$ cat src/hdl/tgarle_pkg.sv
// Shared types and constants for the TGA run-length pixel decoder.
`timescale 1ns / 1ps
`default_nettype none

package tgarle_pkg;

  // Pixels per output word, capped at the four pixel ports
  localparam int LANES = 4;
  localparam int MAX_PACKET = 128;
  localparam int BEAT_WIDTH = (LANES < 4) ? LANES : 4;
  localparam logic [2:0] BEAT_W = 3'(BEAT_WIDTH);

  // Configuration register indexes
  localparam logic REG_CHANNEL_COUNT = 1'b0;
  localparam logic REG_PIXEL_TOTAL = 1'b1;

  // Reset values of the configuration registers
  localparam logic [2:0] CHANNEL_COUNT_RST = 3'd4;
  localparam logic [31:0] PIXEL_TOTAL_RST = 32'd1;

  // Stream parse phase
  typedef enum logic {
    PH_PACKET,
    PH_PIXEL
  } phase_t;

  // Controller states
  typedef enum logic {
    ST_INPUT,
    ST_EMIT
  } ctrl_state_t;

  // Controller to datapath
  typedef struct packed {
    logic take_byte;
    logic load_word;
  } ctrl_cmd_t;

  // Datapath to controller
  typedef struct packed {
    logic go_emit;
    logic out_free;
    logic word_last;
  } dp_sts_t;

endpackage

`default_nettype wire

$ cat src/hdl/tgarle_ctrl.sv
// Controller state machine: byte intake and output word sequencing.
`timescale 1ns / 1ps
`default_nettype none

module tgarle_ctrl
  import tgarle_pkg::*;
(
  input  wire logic      clk,
  input  wire logic      rst,
  input  wire logic      in_valid,
  output logic           in_ready,
  input  wire dp_sts_t   sts,
  output ctrl_cmd_t      cmd
);

  ctrl_state_t state;
  ctrl_state_t state_next;

  // State register
  always_ff @(posedge clk) begin
    if (rst) begin
      state <= ST_INPUT;
    end else begin
      state <= state_next;
    end
  end

  // Next state
  always_comb begin
    state_next = state;
    unique case (state)
      ST_INPUT: begin
        if (in_valid && sts.go_emit) begin
          state_next = ST_EMIT;
        end
      end
      ST_EMIT: begin
        if (sts.out_free && sts.word_last) begin
          state_next = ST_INPUT;
        end
      end
      default: state_next = ST_INPUT;
    endcase
  end

  // Outputs
  always_comb begin
    in_ready      = 1'b0;
    cmd.take_byte = 1'b0;
    cmd.load_word = 1'b0;
    unique case (state)
      ST_INPUT: begin
        in_ready      = 1'b1;
        cmd.take_byte = in_valid;
      end
      ST_EMIT: begin
        cmd.load_word = sts.out_free;
      end
      default: begin
        in_ready = 1'b0;
      end
    endcase
  end

endmodule

`default_nettype wire

$ cat src/hdl/tgarle_dp.sv
// Datapath: configuration, packet state, pixel assembly and output word register.
`timescale 1ns / 1ps
`default_nettype none

module tgarle_dp
  import tgarle_pkg::*;
(
  input  wire logic        clk,
  input  wire logic        rst,
  input  wire logic        cfg_write,
  input  wire logic        cfg_index,
  input  wire logic [31:0] cfg_data,
  input  wire logic [7:0]  data_byte,
  input  wire logic        stream_end,
  input  wire ctrl_cmd_t   cmd,
  output dp_sts_t          sts,
  input  wire logic        out_ready,
  output logic             out_valid,
  output logic [31:0]      pixel_0,
  output logic [31:0]      pixel_1,
  output logic [31:0]      pixel_2,
  output logic [31:0]      pixel_3,
  output logic [2:0]       pixel_valid,
  output logic             beat_last,
  output logic             image_done,
  output logic             short_stream
);

  logic [2:0]  channel_count;
  logic [31:0] pixel_total;

  phase_t      phase;
  logic        packet_is_repeat;
  logic [7:0]  packet_left;
  logic [1:0]  byte_index;
  logic [31:0] pixel_assembly;
  logic [31:0] pixels_written;
  logic [7:0]  reps_left;
  logic        end_seen;

  logic [2:0]  ch_eff;
  logic        pixel_complete;
  logic [31:0] assembly_next;
  logic [31:0] remaining;
  logic        rem_wide;
  logic [2:0]  cap_total;
  logic [2:0]  cap_reps;
  logic [2:0]  word_count;
  logic        word_done;
  logic        word_last;
  logic [7:0]  packet_left_next;
  logic        out_free;
  logic [3:0][31:0] lane_px;

  // Channel count clamp: 0 acts as 1, above 4 acts as 4
  always_comb begin
    if (channel_count == 3'd0) begin
      ch_eff = 3'd1;
    end else if (channel_count > 3'd4) begin
      ch_eff = 3'd4;
    end else begin
      ch_eff = channel_count;
    end
  end

  // Byte intake decode
  assign pixel_complete = (phase == PH_PIXEL) && (({1'b0, byte_index} + 3'd1) >= ch_eff);
  assign assembly_next  = pixel_assembly | ({24'b0, data_byte} << {byte_index, 3'b000});

  // Word size: bounded by lanes, pixels left to repeat and pixels left in the image.
  // A zero difference means the count wrapped, i.e. 2^32 pixels left.
  assign remaining = pixel_total - pixels_written;
  assign rem_wide  = (remaining == 32'd0) || (remaining >= {29'b0, BEAT_W});
  assign cap_total = rem_wide ? BEAT_W : remaining[2:0];
  assign cap_reps  = (reps_left >= {5'b0, BEAT_W}) ? BEAT_W : reps_left[2:0];
  assign word_count = (cap_reps < cap_total) ? cap_reps : cap_total;
  assign word_done  = (remaining != 32'd0) && ({29'b0, word_count} == remaining);
  assign word_last  = word_done || (reps_left == {5'b0, word_count});
  assign packet_left_next = packet_left - {5'b0, word_count};

  assign out_free = !out_valid || out_ready;

  assign sts.go_emit   = pixel_complete || stream_end;
  assign sts.out_free  = out_free;
  assign sts.word_last = word_last;

  // Configuration registers
  always_ff @(posedge clk) begin
    if (rst) begin
      channel_count <= CHANNEL_COUNT_RST;
      pixel_total   <= PIXEL_TOTAL_RST;
    end else if (cfg_write) begin
      if (cfg_index == REG_CHANNEL_COUNT) begin
        channel_count <= cfg_data[2:0];
      end else begin
        pixel_total <= cfg_data;
      end
    end
  end

  // Packet and image state
  always_ff @(posedge clk) begin
    if (rst) begin
      phase            <= PH_PACKET;
      packet_is_repeat <= 1'b0;
      packet_left      <= 8'd0;
      byte_index       <= 2'd0;
      pixel_assembly   <= 32'd0;
      pixels_written   <= 32'd0;
      reps_left        <= 8'd0;
      end_seen         <= 1'b0;
    end else if (cmd.take_byte) begin
      end_seen <= stream_end;
      if (phase == PH_PACKET) begin
        // Raw and repeat counts both come out as low seven bits plus one
        packet_is_repeat <= data_byte[7];
        packet_left      <= {1'b0, data_byte[6:0]} + 8'd1;
        phase            <= PH_PIXEL;
        byte_index       <= 2'd0;
        pixel_assembly   <= 32'd0;
        reps_left        <= 8'd0;
      end else begin
        pixel_assembly <= assembly_next;
        if (pixel_complete) begin
          byte_index <= 2'd0;
          reps_left  <= packet_is_repeat ? packet_left : 8'd1;
        end else begin
          byte_index <= byte_index + 2'd1;
          reps_left  <= 8'd0;
        end
      end
    end else if (cmd.load_word) begin
      reps_left      <= reps_left - {5'b0, word_count};
      packet_left    <= packet_left_next;
      pixels_written <= pixels_written + {29'b0, word_count};
      if (word_last) begin
        pixel_assembly <= 32'd0;
        if (word_done || end_seen) begin
          // Image finished or abandoned: wait for a new image
          phase            <= PH_PACKET;
          packet_is_repeat <= 1'b0;
          packet_left      <= 8'd0;
          byte_index       <= 2'd0;
          pixels_written   <= 32'd0;
        end else if (packet_left_next == 8'd0) begin
          phase <= PH_PACKET;
        end
      end
    end
  end

  // Lane fill, unused lanes zero
  always_comb begin
    for (int j = 0; j < 4; j++) begin
      lane_px[j] = (3'(j) < word_count) ? pixel_assembly : 32'd0;
    end
  end

  // Output word valid
  always_ff @(posedge clk) begin
    if (rst) begin
      out_valid <= 1'b0;
    end else if (cmd.load_word) begin
      out_valid <= 1'b1;
    end else if (out_ready) begin
      out_valid <= 1'b0;
    end
  end

  // Output word payload
  always_ff @(posedge clk) begin
    if (cmd.load_word) begin
      pixel_0      <= lane_px[0];
      pixel_1      <= lane_px[1];
      pixel_2      <= lane_px[2];
      pixel_3      <= lane_px[3];
      pixel_valid  <= word_count;
      beat_last    <= word_last;
      image_done   <= word_last && word_done;
      short_stream <= word_last && end_seen && !word_done;
    end
  end

`ifndef SYNTHESIS
  a_count_bound: assert property (@(posedge clk) disable iff (rst)
    out_valid |-> (pixel_valid <= BEAT_W))
    else $error("output word holds more pixels than lanes");

  a_done_is_last: assert property (@(posedge clk) disable iff (rst)
    (out_valid && (image_done || short_stream)) |-> beat_last)
    else $error("image end flag on a word that is not the last of its byte");

  a_done_not_short: assert property (@(posedge clk) disable iff (rst)
    out_valid |-> !(image_done && short_stream))
    else $error("image done and short stream on the same word");

  a_empty_is_short: assert property (@(posedge clk) disable iff (rst)
    (out_valid && (pixel_valid == 3'd0)) |-> short_stream)
    else $error("empty output word without stream error");

  a_packet_live: assert property (@(posedge clk) disable iff (rst)
    (phase == PH_PIXEL) |-> (packet_left != 8'd0))
    else $error("pixel phase with an exhausted packet");
`endif

endmodule

`default_nettype wire

$ cat src/hdl/tga_rle_pixel_decoder_unit.sv
// Top level of the TGA run-length pixel decoder.
`timescale 1ns / 1ps
`default_nettype none

// Decodes a TGA run-length pixel stream taken one byte per word on the input
// channel and delivers pixels in output words of up to four, first file byte
// in the low bits of each pixel. A byte that neither finishes a pixel nor
// carries stream_end only updates the parse state; a stream_end byte that
// finishes no pixel also causes an empty word. A byte that finishes a pixel
// causes one output word per up to four pixels (ceil(n/4) words for n
// pixels, so up to 32 words for a full 128-pixel repeat packet), paced by
// the output word register and the controller's emit state, and stalled by
// back-pressure on the output. Input is held off while a byte's words are
// being emitted. Decoding stops at pixel_total pixels (image_done on that
// word); a stream_end before that sets short_stream on the last word, or on
// an empty word when the byte gave no pixel. Configure channel_count (index
// 0) and pixel_total (index 1) only while the block is idle.
module tga_rle_pixel_decoder_unit
  import tgarle_pkg::*;
(
  input  wire logic        clk,
  input  wire logic        rst,
  input  wire logic        cfg_write,
  input  wire logic        cfg_index,
  input  wire logic [31:0] cfg_data,
  input  wire logic        in_valid,
  output logic             in_ready,
  input  wire logic [7:0]  data_byte,
  input  wire logic        stream_end,
  output logic             out_valid,
  input  wire logic        out_ready,
  output logic [31:0]      pixel_0,
  output logic [31:0]      pixel_1,
  output logic [31:0]      pixel_2,
  output logic [31:0]      pixel_3,
  output logic [2:0]       pixel_valid,
  output logic             beat_last,
  output logic             image_done,
  output logic             short_stream
);

  ctrl_cmd_t cmd;
  dp_sts_t   sts;

  tgarle_ctrl u_ctrl (
    .clk      (clk),
    .rst      (rst),
    .in_valid (in_valid),
    .in_ready (in_ready),
    .sts      (sts),
    .cmd      (cmd)
  );

  tgarle_dp u_dp (
    .clk          (clk),
    .rst          (rst),
    .cfg_write    (cfg_write),
    .cfg_index    (cfg_index),
    .cfg_data     (cfg_data),
    .data_byte    (data_byte),
    .stream_end   (stream_end),
    .cmd          (cmd),
    .sts          (sts),
    .out_ready    (out_ready),
    .out_valid    (out_valid),
    .pixel_0      (pixel_0),
    .pixel_1      (pixel_1),
    .pixel_2      (pixel_2),
    .pixel_3      (pixel_3),
    .pixel_valid  (pixel_valid),
    .beat_last    (beat_last),
    .image_done   (image_done),
    .short_stream (short_stream)
  );

endmodule

`default_nettype wire
$ cat config.mk
export PLATFORM = sky130hd
export DESIGN_NAME = tga_rle_pixel_decoder_unit
export DESIGN_NICKNAME = d
export VERILOG_FILES = /design/src/hdl/tgarle_pkg.sv /design/src/hdl/tgarle_ctrl.sv /design/src/hdl/tgarle_dp.sv /design/src/hdl/tga_rle_pixel_decoder_unit.sv
export SDC_FILE = /design/constraint.sdc
export NUM_CORES = 1
export LEC_CHECK = 0
export ABC_AREA = 1
export ABC_CLOCK_PERIOD_IN_PS = 13200
export BUFFER_PORTS_ARGS = -buffer_cell sky130_fd_sc_hd__clkbuf_2
export CORE_ASPECT_RATIO = 1.4
export CORE_MARGIN = 2
export CORE_UTILIZATION = 50
export DETAILED_ROUTE_END_ITERATION = 10
export GPL_TIMING_DRIVEN = 0
export HOLD_SLACK_MARGIN = 0.15
export PLACE_DENSITY = 0.71
export SLEW_MARGIN = 20
export SYNTH_ARGS = -nofsm -noshare
export SYNTH_HDL_FRONTEND = slang
export SYNTH_SLANG_ARGS = --single-unit
$ cat constraint.sdc
create_clock -name clk -period 13.2 [get_ports clk]
set_input_delay 0.66 -clock clk [delete_from_list [all_inputs] [get_ports clk]]
set_output_delay 0.66 -clock clk [all_outputs]
set_load 0.05 [all_outputs]
# Word level (Yosys, flattened, before mapping)
# Cells that the tools add are included.
dict set report totals {
  register_bits 256
  ram_bits 0
  mem_bits_ro 0
  elab_cells 120
  memories 0
  latchBits 0
  in_bits 47
}
dict set report classes {
  n_reduce_logical 31
  mul 0
  n_mux 45
  eq_ne 3
  shift 1
  add_sub_neg 7
  order_cmp 9
  n_bitwise 4
  n_div 0
}
# op count
set ops {}
lappend ops {{32-bit two-way mux} 6}
lappend ops {{8-bit two-way mux} 10}
lappend ops {{32-bit by 3-bit adder with 32-bit output} 1}
lappend ops {{3-bit by 32-bit equality test with 1-bit output} 1}
lappend ops {{32-bit by 3-bit >= comparator with 1-bit output (second input constant)} 1}
lappend ops {{32-bit logical NOT} 1}
lappend ops {{32-bit bitwise OR} 1}
lappend ops {{32-bit nonzero test} 1}
lappend ops {{8-bit by 5-bit << shifter with 32-bit output} 1}
lappend ops {{32-bit subtractor} 1}
lappend ops {{1-bit two-way mux} 17}
lappend ops {{8-bit by 3-bit subtractor with 8-bit output} 2}
lappend ops {{3-bit two-way mux} 5}
lappend ops {{2-bit two-way mux} 6}
lappend ops {{2-bit AND reduction} 5}
lappend ops {{7-bit by 1-bit adder with 8-bit output (second input constant)} 1}
lappend ops {{8-bit by 3-bit equality test with 1-bit output} 1}
lappend ops {{8-bit by 3-bit >= comparator with 1-bit output (second input constant)} 1}
lappend ops {{8-bit logical NOT} 1}
lappend ops {{2-bit nonzero test} 4}
lappend ops {{1-bit logical AND} 7}
lappend ops {{1-bit by 3-bit less-than comparator with 1-bit output (first input constant)} 2}
lappend ops {{2-bit by 3-bit less-than comparator with 1-bit output (first input constant)} 2}
lappend ops {{3-bit AND reduction} 2}
lappend ops {{other kinds (13)} 20}

# Longest topological paths before layout
# Gate-level depths: netlist (run 1).
dict set report logic_depth {
  ltp_word 13
  mapped_depth 46
  mapped_depth_nobuf 46
}

# Modules after synthesis
# From an unflattened synthesis (run 1), not the netlist that was laid out.
dict set report unflattened {
  hier_cells 1786
  hier_area_um2 13748.2
}
# mod area_per_inst_um2 seq_area_each_um2 n_inst cells_each
set by_module_without_submodules {}
lappend by_module_without_submodules {tgarle_dp 13688.1 6446.2 1 1776}
lappend by_module_without_submodules {tgarle_ctrl 60.1 20.0 1 10}

# Worst setup path before layout (run 1)
# No wires, ideal clock.
dict set report synth_path {
  path_kind {input-to-reg}
  startpoint {in out_ready}
  endpoint {reg u_dp.pixel_assembly[12]}
  stages 11
  n_path_buf 2
  arrival_time_ps 6146
  setup_slack_ps 6936
  setup_ps 117
  path_cell_list {inv_1 > nand2_1 > nand2_2 > inv_1 > clkbuf_1 > nor2_1 > inv_1 > nand2_4 > o21ai_2 > buf_4 > a21oi_1}
}
# element line_no
set synth_lines {}
lappend synth_lines {{start, declared} tga_rle_pixel_decoder_unit.sv:31} ;# input wire logic out_ready,
lappend synth_lines {{end signal, assigned} tgarle_dp.sv:123} ;# pixel_assembly <= assembly_next;
lappend synth_lines {{end, declared} tgarle_dp.sv:36} ;# logic [31:0] pixel_assembly;

# Final worst setup path (run 1)
dict set report layout_path {
  startpoint {reg u_dp.pixels_written[3]}
  endpoint {reg u_dp.pixels_written[30]}
}
dict set report layout_between {
  elab_chain_cells 11
  elab_cells_between_ends 16
}
# element line_no
set layout_lines {}
lappend layout_lines {{start, declared} tgarle_dp.sv:37} ;# logic [31:0] pixels_written;
lappend layout_lines {{start signal, assigned} tgarle_dp.sv:135} ;# pixels_written <= pixels_written + {29'b0, word_count};
lappend layout_lines {{32-bit subtractor *} tgarle_dp.sv:72} ;# assign remaining = pixel_total - pixels_written;
lappend layout_lines {{32-bit by 3-bit >= comparator with 1-bit output / 32-bit logical NOT (equally long branches)} tgarle_dp.sv:73} ;# assign rem_wide = (remaining == 32'd0) || (remaining >= {29'b0, BEAT_W});
lappend layout_lines {{1-bit logical OR *} tgarle_dp.sv:73}
lappend layout_lines {{3-bit two-way mux *} tgarle_dp.sv:74} ;# assign cap_total = rem_wide ? BEAT_W : remaining[2:0];
lappend layout_lines {{3-bit less-than comparator} tgarle_dp.sv:76} ;# assign word_count = (cap_reps < cap_total) ? cap_reps : cap_total;
lappend layout_lines {{3-bit two-way mux *} tgarle_dp.sv:76}
lappend layout_lines {{net u_dp.word_count[0]} tgarle_dp.sv:48} ;# logic [2:0] word_count;
lappend layout_lines {{branches (longest 4 deep; another with 32-bit by 3-bit adder with 32-bit output)} n/a}
lappend layout_lines {{32-bit two-way mux *} tgarle_dp.sv:136} ;# if (word_last) begin
# Mark *: on every way through the listed nets, which the timed path passes.
# A chain may end at the register's enable or synchronous reset.

==> flow_summary.toml, run 1 <==
[status]
outcome = "complete, no violations"

[worst_setup_path]
critPathCaptureType = "flop"
cpMostUsedCell = "nand2_1"
crit_fanout = 7
critPathSlowestCell = "a21oi_1"
timing_worst_setup_path_type = "reg2reg"
cp.required_ps = 13620
slowest_delay_ps = 410
critPathArrivalTime_ps = 7900
start_kind = "flop"

[clock_network]
clk_path_buf_depth = 3
clkSinkCount = 256
tritoncts = "yes"
hold_buffers = 0
cts_root_buf = "clkbuf_16"
path_clk_slew_ps = 60
numCtsBuffers = 25
htreeDepth = 1
clk_latency_ps = 540
postCtsSetupBuffers = 0
cts_resized = 0

[drt]
ant_nets = 0
finalWirelength_um = 35100
wire_per_inst_um = 15.0
via_per_inst = 4.97
first_pass_iters = 5
drcViolationCount = 0
vias = 11600
drtIter0Drc = 518

[logic_synthesis]
synth-seq-cells = 256
netlist-cell-type-count = 51
syn_area_sq_mm = 0.0136
synth_nets = 1842
synthCells = 1744
ys_seq_area_share_pct = 47.6
yosys_warnings = 0
syn_avg_cell_area_sq_um = 7.78

[grt]
grt_remaining_overflow = 0
grt_pass1_vias = 11200
antenna_found_initial = 0
grt_max_degree = 63
grt_pass1_wl_um = 54600
grtUsageTotal_pct = 24.4

[run]
drv_cap = 0

[floorplan]
die_area_sq_mm = 0.0285
initial_utilization_pct = 50.6
num_rows = 71
die_w_um = 143
die_h_um = 199
io-pin-count = 183
core_area_sq_mm = 0.0268

[final_layout]
final_common_cell = "nand2_1"
finish.utilization_pct = 59.2
n_antenna_cell = 0
regArea_sq_mm = 0.00647
mostFrequentLayoutCells = "nand2_1, inv_1, nor2_1, clkbuf_2, edfxtp_1"
final_layout_size_suffix_gt1_share_pct = 15.1
final_cells = 2338
nets = 2053
fill_cells = 2525
design_area_sq_mm = 0.0159
area_growth_pct = 17.1
multi_input_area_sq_mm = 0.00568

[timing]
maxSlewViolCount = 0
setup-tns-final_ps = 0
relSlewSlack_pct = 52.0
fin_ws_ps = 5720
finalHoldViolations = 0
layout_worst_path_cycle_share_pct = 56.7
fin_worst_skew_ps = 12.7
layout_min_cycle_time_ps = 7480
worst_slew_pin_slew_ps = 720
whs_ps = 367
max_freq_mhz = 134
rsz0062_at_grt = "false"
setup_viol = 0

[power_and_ir_drop]
peakVddDrop_uv = 109
p_sw_mw = 0.800
p_int_mw = 1.54
combinationalPowerShare_pct = 27.5
p_seq_share_pct = 39.4
swShare_pct = 34.1
power-per-cell-area_mw_per_mm2 = 147
power.total_mw = 2.34
p_leak_nw = 7.68
clkPwrFrac_pct = 33.2

[placed_design]
port_buffers = 182
dp_hpwl_um = 28000
place_ws_ps = 5700
place_area_sq_mm = 0.0150
dp.cells = 2293
place_congestion = 0.903

[min_path]
min_path_type = "in2reg"
==> per-layer routing <==
| layer | GRT usage (%) | vias up | routed length, um |
|---|---|---|---|
| met5 | 0 | - | 0 |
| met4 | 11.7 | 0 | 1590 |
| met3 | 2.91 | 81 | 1740 |
| met2 | 48.2 | 326 | 18900 |
| met1 | 24.9 | 5235 | 12900 |
| li1 | - | 5969 | - |
==> cells by family (layout without fill, tap and decap cells) <==
logic type | count (synthesis) | count (layout) | share of synthesized area (%)
adder cells (fa/ha/maj) | 51 | 51 | 4.81
AND/OR/NAND/NOR | 859 | 859 | 27.8
flip-flops | 256 | 256 | 47.6
AO/OA/AOI/OAI | 176 | 176 | 7.01
buffers and inverters | 367 | 596 | 10.5
XOR/XNOR | 35 | 35 | 2.26
==> power by group through the flow <==
stage / clock, mW / combinational (mW) / sequential, mW
2_1_floorplan: 0 / 0.374 / 1.04
3_3_place_gp: 0 / 0.631 / 0.947
3_5_place_dp: 0 / 0.642 / 0.939
4_1_cts: 0.787 / 0.644 / 0.922
5_1_grt: 0.813 / 0.713 / 0.927
6_report: 0.777 / 0.643 / 0.922
==> cell type report <==
cell class	instances	share of cell area (%)
Clock buffer	29	4.16
Clock inverter	16	1.46
Tap cell	365	2.87
Buffer	45	1.38
Sequential cell	256	40.7
Timing Repair Buffer	184	6.08
Inverter	322	7.62
Multi-Input combinational cell	1121	35.7
==> registers in the layout (all words and copies together) (netlist names), 2 cells and up <==
| signal | count |
|---|---|
| u_dp.channel_count | 3 |
| u_dp.packet_left | 8 |
| u_dp.pixel_valid | 3 |
| u_dp.byte_index | 2 |
| u_dp.pixel_0 | 32 |
| u_dp.pixel_2 | 32 |
| u_dp.pixel_total | 32 |
| u_dp.pixel_1 | 32 |
| u_dp.pixel_3 | 32 |
| u_dp.pixels_written | 32 |
| u_dp.reps_left | 8 |
| u_dp.pixel_assembly | 32 |
==> critical path, delay by kind of cell, from the launching register on <==
kind | cells | cell delay, ps
XOR/XNOR | 1 | 160
AND/OR/NAND/NOR | 30 | 4960
adder cells (fa/ha/maj) | 4 | 1020
buffers and inverters | 3 | 230
AO/OA/AOI/OAI | 2 | 560
flip-flops | 1 | 400
==> final timing paths <==
kind / start / endpoint / slack (ps) / cells past startpoint
hold / removal: cfg_data[0] / u_dp.pixel_total[0]$_SDFFE_PP1P_ / 370 / 3
setup reg to reg: u_dp.pixels_written[3]$_SDFFE_PP0P_ / u_dp.pixels_written[30]$_SDFFE_PP0P_ / 5720 / 40
hold reg to reg: u_dp.channel_count[0]$_SDFFE_PP0P_ / u_dp.channel_count[0]$_SDFFE_PP0P_ / 480 / 2
setup / recovery: u_dp.pixels_written[3]$_SDFFE_PP0P_ / u_dp.pixels_written[30]$_SDFFE_PP0P_ / 5720 / 40
==> cells in the mapped netlist, drive strengths merged <==
library cell,instances,area (sq um)
nand2,435,1720
and2,4,25.0
or2,1,6.26
a311oi,1,15.0
nor3b,3,22.5
a221oi,1,8.76
o21a,2,15.0
ha,49,613
and3,3,18.8
edfxtp,134,4020
a21o,1,7.51
xor2,29,254
o21bai,2,15.0
o22ai,1,6.26
xnor2,6,52.6
o211ai,5,37.5
inv,320,1200
a31oi,7,43.8
o21ai,62,314
o2111ai,1,8.76
nand4,58,363
clkinv,2,7.51
a21oi,89,445
dfxtp,122,2440
a211oi,1,7.51
nor4,5,43.8
a22oi,2,15.0
nor2,245,947
nand3,70,405
nor3,28,170
o2111a,1,11.3
or3,1,6.26
clkbuf,27,101
nand3b,6,45.0
buf,18,114
fa,2,40.0
No activity file was read; power rests on OpenSTA's default activity.
==> run 2: changes to the inputs <==
ABC_AREA = 0   (was 1)
ABC_CLOCK_PERIOD_IN_PS = 6650   (was 13200)
PLACE_DENSITY = 0.74   (was 0.71)
clock period = 6.65 ns   (was 13.2 ns; I/O delays follow)
==> run 2 against run 1 <==
- clock skew increased by 1.9 ps
- total power grew to 2.6 times the previous value
- critical endpoint is now u_dp.phase$_SDFFE_PP0P_
- critical path depth fell by 11
- global-route usage grew 1.2 points
==> flow_summary.toml, run 2 <==
[status]
outcome = "complete, no violations"

[worst_setup_path]
timing_worst_setup_path_type = "reg2reg"
critPathCaptureType = "flop"
cp.required_ps = 7090
start_kind = "flop"
critPathArrivalTime_ps = 7060
cpMostUsedCell = "nand4_1"
crit_fanout = 4
critPathSlowestCell = "or3_1"
slowest_delay_ps = 440

[placed_design]
place_congestion = 0.944
port_buffers = 179
dp.cells = 1926
dp_hpwl_um = 27800
place_ws_ps = -1410

[floorplan]
die_area_sq_mm = 0.0281
io-pin-count = 183
num_rows = 70
die_w_um = 142
die_h_um = 198
initial_utilization_pct = 51.1
core_area_sq_mm = 0.0262

[grt]
grt_pass1_vias = 11300
grt_max_degree = 60
grt_remaining_overflow = 0
antenna_found_initial = 0
grt_pass1_wl_um = 57800
grtUsageTotal_pct = 25.6

[logic_synthesis]
syn_avg_cell_area_sq_um = 9.41
synth_top_area_share_pct = 30.1
synth.most_common_cell = "nand2_1"
yosys_warnings = 0
netlist_top_cells_area = "edfxtp_1, dfxtp_1, ha_1"
synth_nets = 1519
synth-seq-cells = 256
synth_top_area_cell = "edfxtp_1"
synth_edf_count = 134
ys_seq_area_share_pct = 48.3
netlist-cell-type-count = 81
yosys-top-cells-count = "nand2_1, edfxtp_1, dfxtp_1"
syn_area_sq_mm = 0.0134
synthFlopType = "edfxtp_1"
synthCells = 1421
synthArstFlopShare_pct = 0

[timing]
worst_slew_pin_slew_ps = 944
max_freq_mhz = 151
setup-tns-final_ps = 0
fin_worst_skew_ps = 14.6
layout_min_cycle_time_ps = 6620
finalHoldViolations = 0
setup_viol = 0
layout_worst_path_cycle_share_pct = 99.6
fin_ws_ps = 29.3
maxSlewViolCount = 0
relSlewSlack_pct = 36.5
rsz0062_at_grt = "true"

[drt]
ant_nets = 0
wire_per_inst_um = 18.5
via_per_inst = 5.72
first_pass_iters = 5
finalWirelength_um = 37500
vias = 11600
drtIter0Drc = 650
drcViolationCount = 0

[clock_network]
tritoncts = "yes"
clk_latency_ps = 540
htreeDepth = 1
path_clk_slew_ps = 70
numCtsBuffers = 25
clkSinkCount = 256
cts_root_buf = "clkbuf_16"
clk_path_buf_depth = 3

[power_and_ir_drop]
power-per-cell-area_mw_per_mm2 = 365
power.total_mw = 6.05
p_leak_nw = 6.50
clkPwrFrac_pct = 24.8
combinationalPowerShare_pct = 42.5
p_int_mw = 3.51
swShare_pct = 41.9
p_sw_mw = 2.53
p_seq_share_pct = 32.7
peakVddDrop_uv = 220

[final_layout]
nets = 1785
final_common_cell = "clkbuf_2"
final_cells = 2030
mostFrequentLayoutCells = "clkbuf_2, nand2_1, edfxtp_1, dfxtp_1, nor2_1"
final_layout_size_suffix_gt1_share_pct = 22.0
area_growth_pct = 23.9
n_antenna_cell = 0

[run]
drv_cap = 0

[min_path]
min_path_type = "in2reg"
[run 2: cell count changes after synthesis, moves of 21 or more]
| cell | change |
|---|---|
| nand4_1 | -32 |
| clkbuf_1 | +23 |
| nor2b_1 | +73 |
| nand3_1 | -34 |
| and2_1 | +67 |
| xor2_1 | -21 |
| nand2_1 | -263 |
| inv_1 | -251 |
| nor2_1 | -118 |
| nor3_1 | +43 |
| xnor2_1 | +32 |
[run 2: power groups by stage]
stage	Clock (mW)	Combinational, mW	Sequential (mW)
after floorplan	0	1.31	2.41
after global placement	0	2.33	2.04
after detailed placement	0	2.38	2.01
after CTS	1.52	2.46	1.97
after global routing	1.58	2.76	1.99
final	1.50	2.57	1.97
[run 2: final cells by class]
| class | count | area, sq um |
|---|---|---|
| Buffer | 69 | 322 |
| Multi-Input combinational cell | 1024 | 6720 |
| Sequential cell | 256 | 6480 |
| Fill cell | 2169 | 9620 |
| Clock inverter | 16 | 215 |
| Inverter | 65 | 244 |
| Clock buffer | 30 | 654 |
| Tap cell | 324 | 405 |
| Timing Repair Buffer | 246 | 1530 |
[run 2: per-stage QoR]
step | hold slack, ps | cell area [sq um] | utilization, %
after detailed placement | 455 | 14700 | 56.3
after global placement | 451 | 14700 | 56.0
after CTS | 187 | 16200 | 61.8
after global routing | 224 | 16600 | 63.3
final | 201 | 16600 | 63.3
after floorplan | 440 | 13400 | -
[run 2: final timing paths]
check / depth (start not counted) / start / slack (ps) / endpoint
worst max-delay path: 29 / u_dp.pixel_total[0]$_SDFFE_PP1P_ / 30 / u_dp.phase$_SDFFE_PP0P_
worst min-delay path: 3 / data_byte[6] / 200 / u_dp.pixel_assembly[6]$_SDFFE_PP0P_
worst max register to register: 29 / u_dp.pixel_total[0]$_SDFFE_PP1P_ / 30 / u_dp.phase$_SDFFE_PP0P_
worst min register to register: 2 / u_dp.pixel_total[10]$_SDFFE_PP0P_ / 460 / u_dp.pixel_total[10]$_SDFFE_PP0P_
[run 2: layer usage]
metal,track usage [%],share of wire (%),up-vias
met5,0,0,-
met4,10.8,4.5,0
met3,3.10,5.2,113
met2,48.7,52,411
met1,28.5,39,5469
li1,-,-,5624
[run 2: logic make-up after synthesis]
group | after synthesis | synth area share, %
adder cells (fa/ha/maj) | 51 | 4.88
AND/OR/NAND/NOR | 604 | 22.8
AO/OA/AOI/OAI | 314 | 16.0
multiplexers | 9 | 0.683
flip-flops | 256 | 48.3
buffers and inverters | 141 | 4.29
XOR/XNOR | 46 | 3.01
[run 2: what timing repair did]
action | 4_1_cts | 5_1_grt
hold buffers | 35 | 0
gates resized for setup | 37 | 75
endpoints found under the setup margin | 172 | 75
setup buffers | 12 | 18
endpoints found under the hold margin | 39 | 0
pin swaps | 16 | 34
[run 2: critical path: cells and delay by family, from the launching register on]
family                     cells  cell delay, ps
xor gates and xnor gates       1             120
DFF                            1             320
buffers and inverters          3             260
adders and majority gates      4             970
AOI/OAI and AO/OA              7            1520
and+or+nand+nor               12            2880
muxes                          2             440
